### src/mcr_pkg.sv
// Package for the midpoint circle rasterizer: widths, the queue entry type
// and the point mirroring function. No dependencies.
`timescale 1ns / 1ps

package mcr_pkg;

  localparam int RadiusBits = 10;
  localparam int CoordW     = 11;
  localparam int DecW       = RadiusBits + 6;
  localparam int OctW       = 3;

  localparam logic [OctW-1:0] LastOctant = 3'd7;

  localparam logic OpStart = 1'b0;
  localparam logic OpStep  = 1'b1;

  // One run of eight points waiting for the back end.
  typedef struct packed {
    logic [RadiusBits-1:0] x;
    logic [RadiusBits-1:0] y;
    logic                  fin;
  } run_t;

  typedef struct packed {
    logic signed [CoordW-1:0] px;
    logic signed [CoordW-1:0] py;
  } point_t;

  function automatic point_t mirror(input logic [RadiusBits-1:0] x,
                                    input logic [RadiusBits-1:0] y,
                                    input logic [OctW-1:0] k);
    logic signed [CoordW-1:0] a;
    logic signed [CoordW-1:0] b;
    logic signed [CoordW-1:0] na;
    logic signed [CoordW-1:0] nb;
    point_t p;
    a  = CoordW'(x);
    b  = CoordW'(y);
    na = CoordW'(0) - a;
    nb = CoordW'(0) - b;
    unique case (k)
      3'd0: begin p.px = a;  p.py = b;  end
      3'd1: begin p.px = b;  p.py = a;  end
      3'd2: begin p.px = nb; p.py = a;  end
      3'd3: begin p.px = na; p.py = b;  end
      3'd4: begin p.px = na; p.py = nb; end
      3'd5: begin p.px = nb; p.py = na; end
      3'd6: begin p.px = b;  p.py = na; end
      default: begin p.px = a; p.py = nb; end
    endcase
    return p;
  endfunction

endpackage

### src/mcr_front.sv
// Front end: accepts start and step transactions and advances the midpoint
// state. Depends on mcr_pkg.
`timescale 1ns / 1ps

module mcr_front import mcr_pkg::*; (
  input  logic                  clk_i,
  input  logic                  rst_ni,
  input  logic                  in_valid_i,
  output logic                  in_stall_o,
  input  logic                  op_i,
  input  logic [9:0]            radius_i,
  input  logic                  q_full_i,
  output logic                  push_o,
  output run_t                  run_o
);

  logic [RadiusBits-1:0] x_q, x_d;
  logic [RadiusBits-1:0] y_q, y_d;
  logic [DecW-1:0]       dec_q, dec_d;
  logic                  fin_q, fin_d;
  logic                  accept;
  logic [RadiusBits-1:0] r;

  assign in_stall_o = q_full_i;
  assign accept     = in_valid_i && !q_full_i;
  assign r          = RadiusBits'(radius_i);

  always_comb begin
    x_d   = x_q;
    y_d   = y_q;
    dec_d = dec_q;
    if (op_i == OpStart) begin
      x_d   = '0;
      y_d   = r;
      dec_d = DecW'(5) - DecW'({r, 2'b00});
    end else if (!dec_q[DecW-1]) begin
      dec_d = dec_q + DecW'({x_q, 3'b000}) - DecW'({y_q, 3'b000}) + DecW'(20);
      y_d   = y_q - 1'b1;
      x_d   = x_q + 1'b1;
    end else begin
      dec_d = dec_q + DecW'({x_q, 3'b000}) + DecW'(12);
      x_d   = x_q + 1'b1;
    end
    fin_d = !(x_d < y_d);
  end

  // A step after the circle is finished is dropped without any output.
  assign push_o    = accept && !(op_i == OpStep && fin_q);
  assign run_o.x   = x_d;
  assign run_o.y   = y_d;
  assign run_o.fin = fin_d;

  always_ff @(posedge clk_i or negedge rst_ni) begin
    if (!rst_ni) begin
      x_q   <= '0;
      y_q   <= '0;
      dec_q <= '0;
      fin_q <= 1'b1;
    end else if (push_o) begin
      x_q   <= x_d;
      y_q   <= y_d;
      dec_q <= dec_d;
      fin_q <= fin_d;
    end
  end

endmodule

### src/mcr_queue.sv
// Two-entry queue of pending runs between the front and back ends.
// Depends on mcr_pkg.
`timescale 1ns / 1ps

module mcr_queue import mcr_pkg::*; (
  input  logic clk_i,
  input  logic rst_ni,
  input  logic push_i,
  input  run_t run_i,
  input  logic pop_i,
  output logic full_o,
  output logic empty_o,
  output run_t head_o
);

  run_t       mem_q [2];
  logic       wr_q, rd_q;
  logic [1:0] cnt_q;

  assign full_o  = (cnt_q == 2'd2);
  assign empty_o = (cnt_q == 2'd0);
  assign head_o  = mem_q[rd_q];

  always_ff @(posedge clk_i) begin
    if (push_i) begin
      mem_q[wr_q] <= run_i;
    end
  end

  always_ff @(posedge clk_i or negedge rst_ni) begin
    if (!rst_ni) begin
      wr_q  <= 1'b0;
      rd_q  <= 1'b0;
      cnt_q <= 2'd0;
    end else begin
      if (push_i) wr_q <= ~wr_q;
      if (pop_i)  rd_q <= ~rd_q;
      cnt_q <= cnt_q + {1'b0, push_i} - {1'b0, pop_i};
    end
  end

endmodule

### src/mcr_back.sv
// Back end: walks the eight octants of the head run into the output register,
// one point per cycle while the output is not stalled. Depends on mcr_pkg.
`timescale 1ns / 1ps

module mcr_back import mcr_pkg::*; (
  input  logic                     clk_i,
  input  logic                     rst_ni,
  input  logic                     empty_i,
  input  run_t                     head_i,
  output logic                     pop_o,
  output logic                     out_valid_o,
  input  logic                     out_stall_i,
  output logic signed [CoordW-1:0] px_o,
  output logic signed [CoordW-1:0] py_o,
  output logic [OctW-1:0]          octant_o,
  output logic                     last_o,
  output logic                     done_res_o
);

  logic [OctW-1:0] k_q;
  logic            vld_q;
  logic            advance;
  logic            emit;
  point_t          pt;

  // The output register moves when it is empty or being taken.
  assign advance = !vld_q || !out_stall_i;
  assign emit    = advance && !empty_i;
  assign pop_o   = emit && (k_q == LastOctant);
  assign pt      = mirror(head_i.x, head_i.y, k_q);

  always_ff @(posedge clk_i or negedge rst_ni) begin
    if (!rst_ni) begin
      k_q   <= '0;
      vld_q <= 1'b0;
    end else if (advance) begin
      vld_q <= !empty_i;
      if (emit) k_q <= k_q + 1'b1;
    end
  end

  always_ff @(posedge clk_i) begin
    if (emit) begin
      px_o       <= pt.px;
      py_o       <= pt.py;
      octant_o   <= k_q;
      last_o     <= (k_q == LastOctant);
      done_res_o <= head_i.fin;
    end
  end

  assign out_valid_o = vld_q;

endmodule

### src/midpoint_circle_rasterizer.sv
// Midpoint circle rasterizer top level: front end, run queue and back end.
// Depends on mcr_pkg, mcr_front, mcr_queue and mcr_back.
`timescale 1ns / 1ps

// Usage:
// The input channel takes one transaction per item: op_i = start loads
// radius_i and begins a circle at (0, r); op_i = step advances one point.
// Each accepted item yields eight output transactions, the mirrored points in
// octant order 0 to 7, with last_o on octant 7 and done_res_o on every point
// of the final run. A step after the circle is finished yields nothing.
// The first point of an item is written into a queue entry and then into
// the output register. Throughput is one point per cycle while out_stall_i
// is low, set by the single-point output register.
// A two-run queue lets the input be accepted while earlier runs drain;
// in_stall_o rises only when both queue entries are occupied.
// When out_stall_i is high on a valid point, the output register holds it and
// the octant walk pauses. Reset empties the queue and marks no circle active.

module midpoint_circle_rasterizer import mcr_pkg::*; (
  input  logic                     clk_i,
  input  logic                     rst_ni,
  input  logic                     in_valid_i,
  output logic                     in_stall_o,
  input  logic                     op_i,
  input  logic [9:0]               radius_i,
  output logic                     out_valid_o,
  input  logic                     out_stall_i,
  output logic signed [CoordW-1:0] px_o,
  output logic signed [CoordW-1:0] py_o,
  output logic [OctW-1:0]          octant_o,
  output logic                     last_o,
  output logic                     done_res_o
);

  logic push, pop, full, empty;
  run_t run_in, head;

  mcr_front u_front (
    .clk_i      (clk_i),
    .rst_ni     (rst_ni),
    .in_valid_i (in_valid_i),
    .in_stall_o (in_stall_o),
    .op_i       (op_i),
    .radius_i   (radius_i),
    .q_full_i   (full),
    .push_o     (push),
    .run_o      (run_in)
  );

  mcr_queue u_queue (
    .clk_i   (clk_i),
    .rst_ni  (rst_ni),
    .push_i  (push),
    .run_i   (run_in),
    .pop_i   (pop),
    .full_o  (full),
    .empty_o (empty),
    .head_o  (head)
  );

  mcr_back u_back (
    .clk_i       (clk_i),
    .rst_ni      (rst_ni),
    .empty_i     (empty),
    .head_i      (head),
    .pop_o       (pop),
    .out_valid_o (out_valid_o),
    .out_stall_i (out_stall_i),
    .px_o        (px_o),
    .py_o        (py_o),
    .octant_o    (octant_o),
    .last_o      (last_o),
    .done_res_o  (done_res_o)
  );

endmodule
### config.mk
export PLATFORM = sky130hd
export DESIGN_NAME = midpoint_circle_rasterizer
export DESIGN_NICKNAME = d
export VERILOG_FILES = /design/src/mcr_pkg.sv /design/src/mcr_front.sv /design/src/mcr_queue.sv /design/src/mcr_back.sv /design/src/midpoint_circle_rasterizer.sv
export SDC_FILE = /design/constraint.sdc
export NUM_CORES = 1
export LEC_CHECK = 0
export BUFFER_PORTS_ARGS = -buffer_cell sky130_fd_sc_hd__buf_2
export CAP_MARGIN = 0
export CORE_ASPECT_RATIO = 0.75
export CORE_UTILIZATION = 62
export CTS_CLUSTER_SIZE = 40
export DETAILED_ROUTE_END_ITERATION = 6
export PLACE_DENSITY = 0.81
export SLEW_MARGIN = 20
export SYNTH_ARGS = -nofsm -noshare
export SYNTH_HDL_FRONTEND = slang
export SYNTH_SLANG_ARGS = --single-unit
### constraint.sdc
create_clock -name clk_i -period 4.75 [get_ports clk_i]
set_input_delay 0.2375 -clock clk_i [delete_from_list [all_inputs] [get_ports clk_i]]
set_output_delay 0.2375 -clock clk_i [all_outputs]
set_load 0.03 [all_outputs]
==> flow_summary_export.csv <==
group,metric,value,unit
yosys,syn-num-nets,834,
floorplanning,die_h,97.6,µm
final_layout,seq_area,3150,µm²
final_layout,syn_to_final_growth,9.00,%
yosys,synth_top_cell_by_area,"edfxtp_1",
final_layout,nNetsFinal,875,
final_layout,layout_common_cells,"72 x nand2_1, 69 x edfxtp_1, 65 x o21ai_0",
grt,grt_use_total,31.0,%
critical_path,worstRegToRegCells,15,
yosys,ys_ff_latch,112,
cts,htree_levels,3,
floorplanning,rows,34,
cts,post-cts-setup-buffers,0,
detailed_routing,vias_per_cell,6.20,
grt,grt_pass1_wl,29.6,mm
critical_path,crit_path_end_kind,"flip-flop",
yosys,syn-cell-area,7560,µm²
yosys,synth_area_leaders,"edfxtp_1 27%, dfrtp_1 14%, ha_1 9.4%",
grt,antenna_found_initial,0,
cts,hold_buffers,0,
timing,final-setup-viol-count,0,
critical_path,r2r_setup_slack,0.55,ns
yosys,avgSynthCellArea,9.93,µm²
yosys,ys_seq_area_share,41.7,%
detailed_routing,drc,0,
critical_path,cp-startpoint,"u_front.x_q[0]",
floorplanning,coreArea,11700,µm²
timing,fin_setup_tns,0,ns
yosys,async_flop_share,38.4,%
cts,clkSinkCount,112,
detailed_routing,drt-total-wl,18.2,mm
cts,cts_max_path_buffers,2,
cts,cts_tree,"built",
detailed_routing,met3_length,1.77,mm
final_layout,fill_cells,916,
timing,drv_slew,0,
cts,tritoncts.num_buffers,9,
hold_path,worstHoldStart,"out_stall_i",
detailed_routing,wl_met2,7.88,mm
final_layout,layout.cells.non_filler,969,
final_layout,final_common_cell,"nand2_1",
final_layout,multi_input_area,4140,µm²
timing,fin_crit_sh,88.4,%
yosys,synth_edf_count,69,
placed_design,gp_congestion,0.941,
floorplanning,pin_count,44,
critical_path,worstPathArrival,4.45,ns
timing,tightest_slew,1.05,ns
detailed_routing,drt_iter0_markers,573,
detailed_routing,wl_per_cell,18.8,µm
cts,clk_latency,0.36,ns
cts,cts-root-buf,"clkbuf_16",
critical_path,cp_max_fo,5,
final_layout,antennaDiodeCount,0,
cts,clk_pin_slew,0.08,ns
floorplanning,initial_core_util,64.4,%
timing,hold_viol,0,
timing,fmax,238,MHz
timing,hold_ws,0.121,ns
run,max_cap_viol_count,0,
critical_path,worstSetupStartpointType,"flip-flop",
yosys,synth_top_area_share,27.4,%
detailed_routing,dr.max_layer_used,"met4",
critical_path,r2r_end,"u_front.dec_q[14]",
grt,grt_max_degree,44,
yosys,syn_inst,761,
detailed_routing,vias,6007,
placed_design,portBuffers,43,
outcome,outcome,"complete, no violations",
timing,relSlewSlack,30.2,%
timing,period_minus_slack,4.20,ns
floorplanning,dieArea,12600,µm²
detailed_routing,first_pass_iters,6,
timing,rsz0062_at_grt,"false",
critical_path,endpoint,"u_front.dec_q[14]",
critical_path,cp.required,5.01,ns
critical_path,rr_startpoint,"u_front.x_q[0]",
hold_path,min_path_type,"input port to flip-flop",
placed_design,dp.cells,952,
final_layout,drive_above_1_share,14.3,%
detailed_routing,wl_met1,8.34,mm
floorplanning,die_x,130,µm
grt,grt_pass1_vias,5739,
critical_path,worstSetupPathType,"flip-flop to flip-flop",
yosys,synthFlopType,"edfxtp_1",
timing,finClkSkew,0.00912,ns
detailed_routing,drtAntennaViolNets,0,
yosys,yosys_warnings,0,
placed_design,place.detailed.hpwl,13.7,mm
grt,overflow,0,
cts,cts_resized,0,
yosys,synthDistinctLibCells,82,
[cell usage after synthesis (3+ instances only)]
cell / count
mux2i_2: 3
clkbuf_1: 16
a211oi_1: 5
buf_1: 3
o21ai_0: 65
nor2b_1: 9
inv_1: 50
xnor2_1: 42
mux2_2: 13
edfxtp_1: 69
nand2b_1: 6
and3_1: 12
o21a_1: 5
nand4b_1: 3
a21boi_0: 3
nor2_1: 53
a21oi_1: 37
a31oi_1: 7
or2_2: 4
o211ai_1: 7
nand3_1: 22
nand3_2: 3
xor2_1: 19
or3_1: 3
mux2i_1: 18
o22ai_1: 6
nor3_1: 13
o21ai_1: 4
ha_1: 57
and2_1: 9
nor4_1: 4
a21o_1: 7
dfrtp_1: 42
nand2_1: 72
o221ai_1: 13
[registers in the layout, summed over array words and instances (netlist names), 2 cells and up]
register         flops
u_front.dec_q       14
u_front.y_q         10
u_queue.cnt_q        2
u_front.x_q         10
u_queue.mem_q       42
u_back.octant_o      3
u_back.px_o         11
u_back.k_q           3
u_back.py_o         11
[metal layers]
layer,GRT usage [%],vias to the layer above
met4,7.69,0
li1,-,2853
met2,45.7,256
met3,8.20,23
met5,0,-
met1,45.1,2875
[worst min-delay path by stage]
stage                                     to  cells after the start
after floorplan                u_back.k_q[0]                      0
after global placement        u_front.y_q[2]                      1
after detailed placement   u_front.dec_q[10]                      2
after CTS                     u_front.y_q[2]                      1
after global routing      u_back.out_valid_o                      3
final                     u_back.out_valid_o                      3
[cell type report]
class	instances	area share [%]
clock inverter	6	0.547
multi-input combinational	577	50.2
timing repair buffer	52	3.49
tap	162	2.46
inverter	50	2.28
sequential	112	38.2
clock buffer	10	2.78
[metrics by stage]
stage               area [µm²]  setup slack [ns]  util (%)
global placement          7950             0.735      67.7
CTS                       8220             0.597      70.0
detailed placement        7950             0.630      67.7
floorplan                 7560              1.03         -
finish                    8240             0.552      70.2
global route              8240             0.217      70.2
[logic make-up (layout without fill, tap and decap cells)]
group | after synthesis | count (layout) | synth area share [%]
simple gates | 229 | 229 | 15.1
compound gates | 190 | 190 | 16.6
flops | 112 | 112 | 41.7
buf+inv | 72 | 118 | 3.79
xor+xnor | 65 | 65 | 7.93
fa+ha+maj | 58 | 58 | 9.70
mux | 35 | 35 | 5.16
[worst max-delay path, stage by stage, from the launching register on]
cell and delay (ns):
dfrtp_1 0.43, ha_1 0.24, fa_1 0.48, a21o_1 0.22
a22oi_2 0.25, a21oi_2 0.13, a41o_1 0.28, a21oi_1 0.29
inv_1 0.13, ha_1 0.36, and2_1 0.19, a221o_1 0.31
a31oi_1 0.20, xor2_1 0.17, o21ai_0 0.09, a221oi_1 0.31
Power is left out: the tool's default activity adds up to more than one toggle a clock period on the data nets, which glitch-free logic cannot reach.
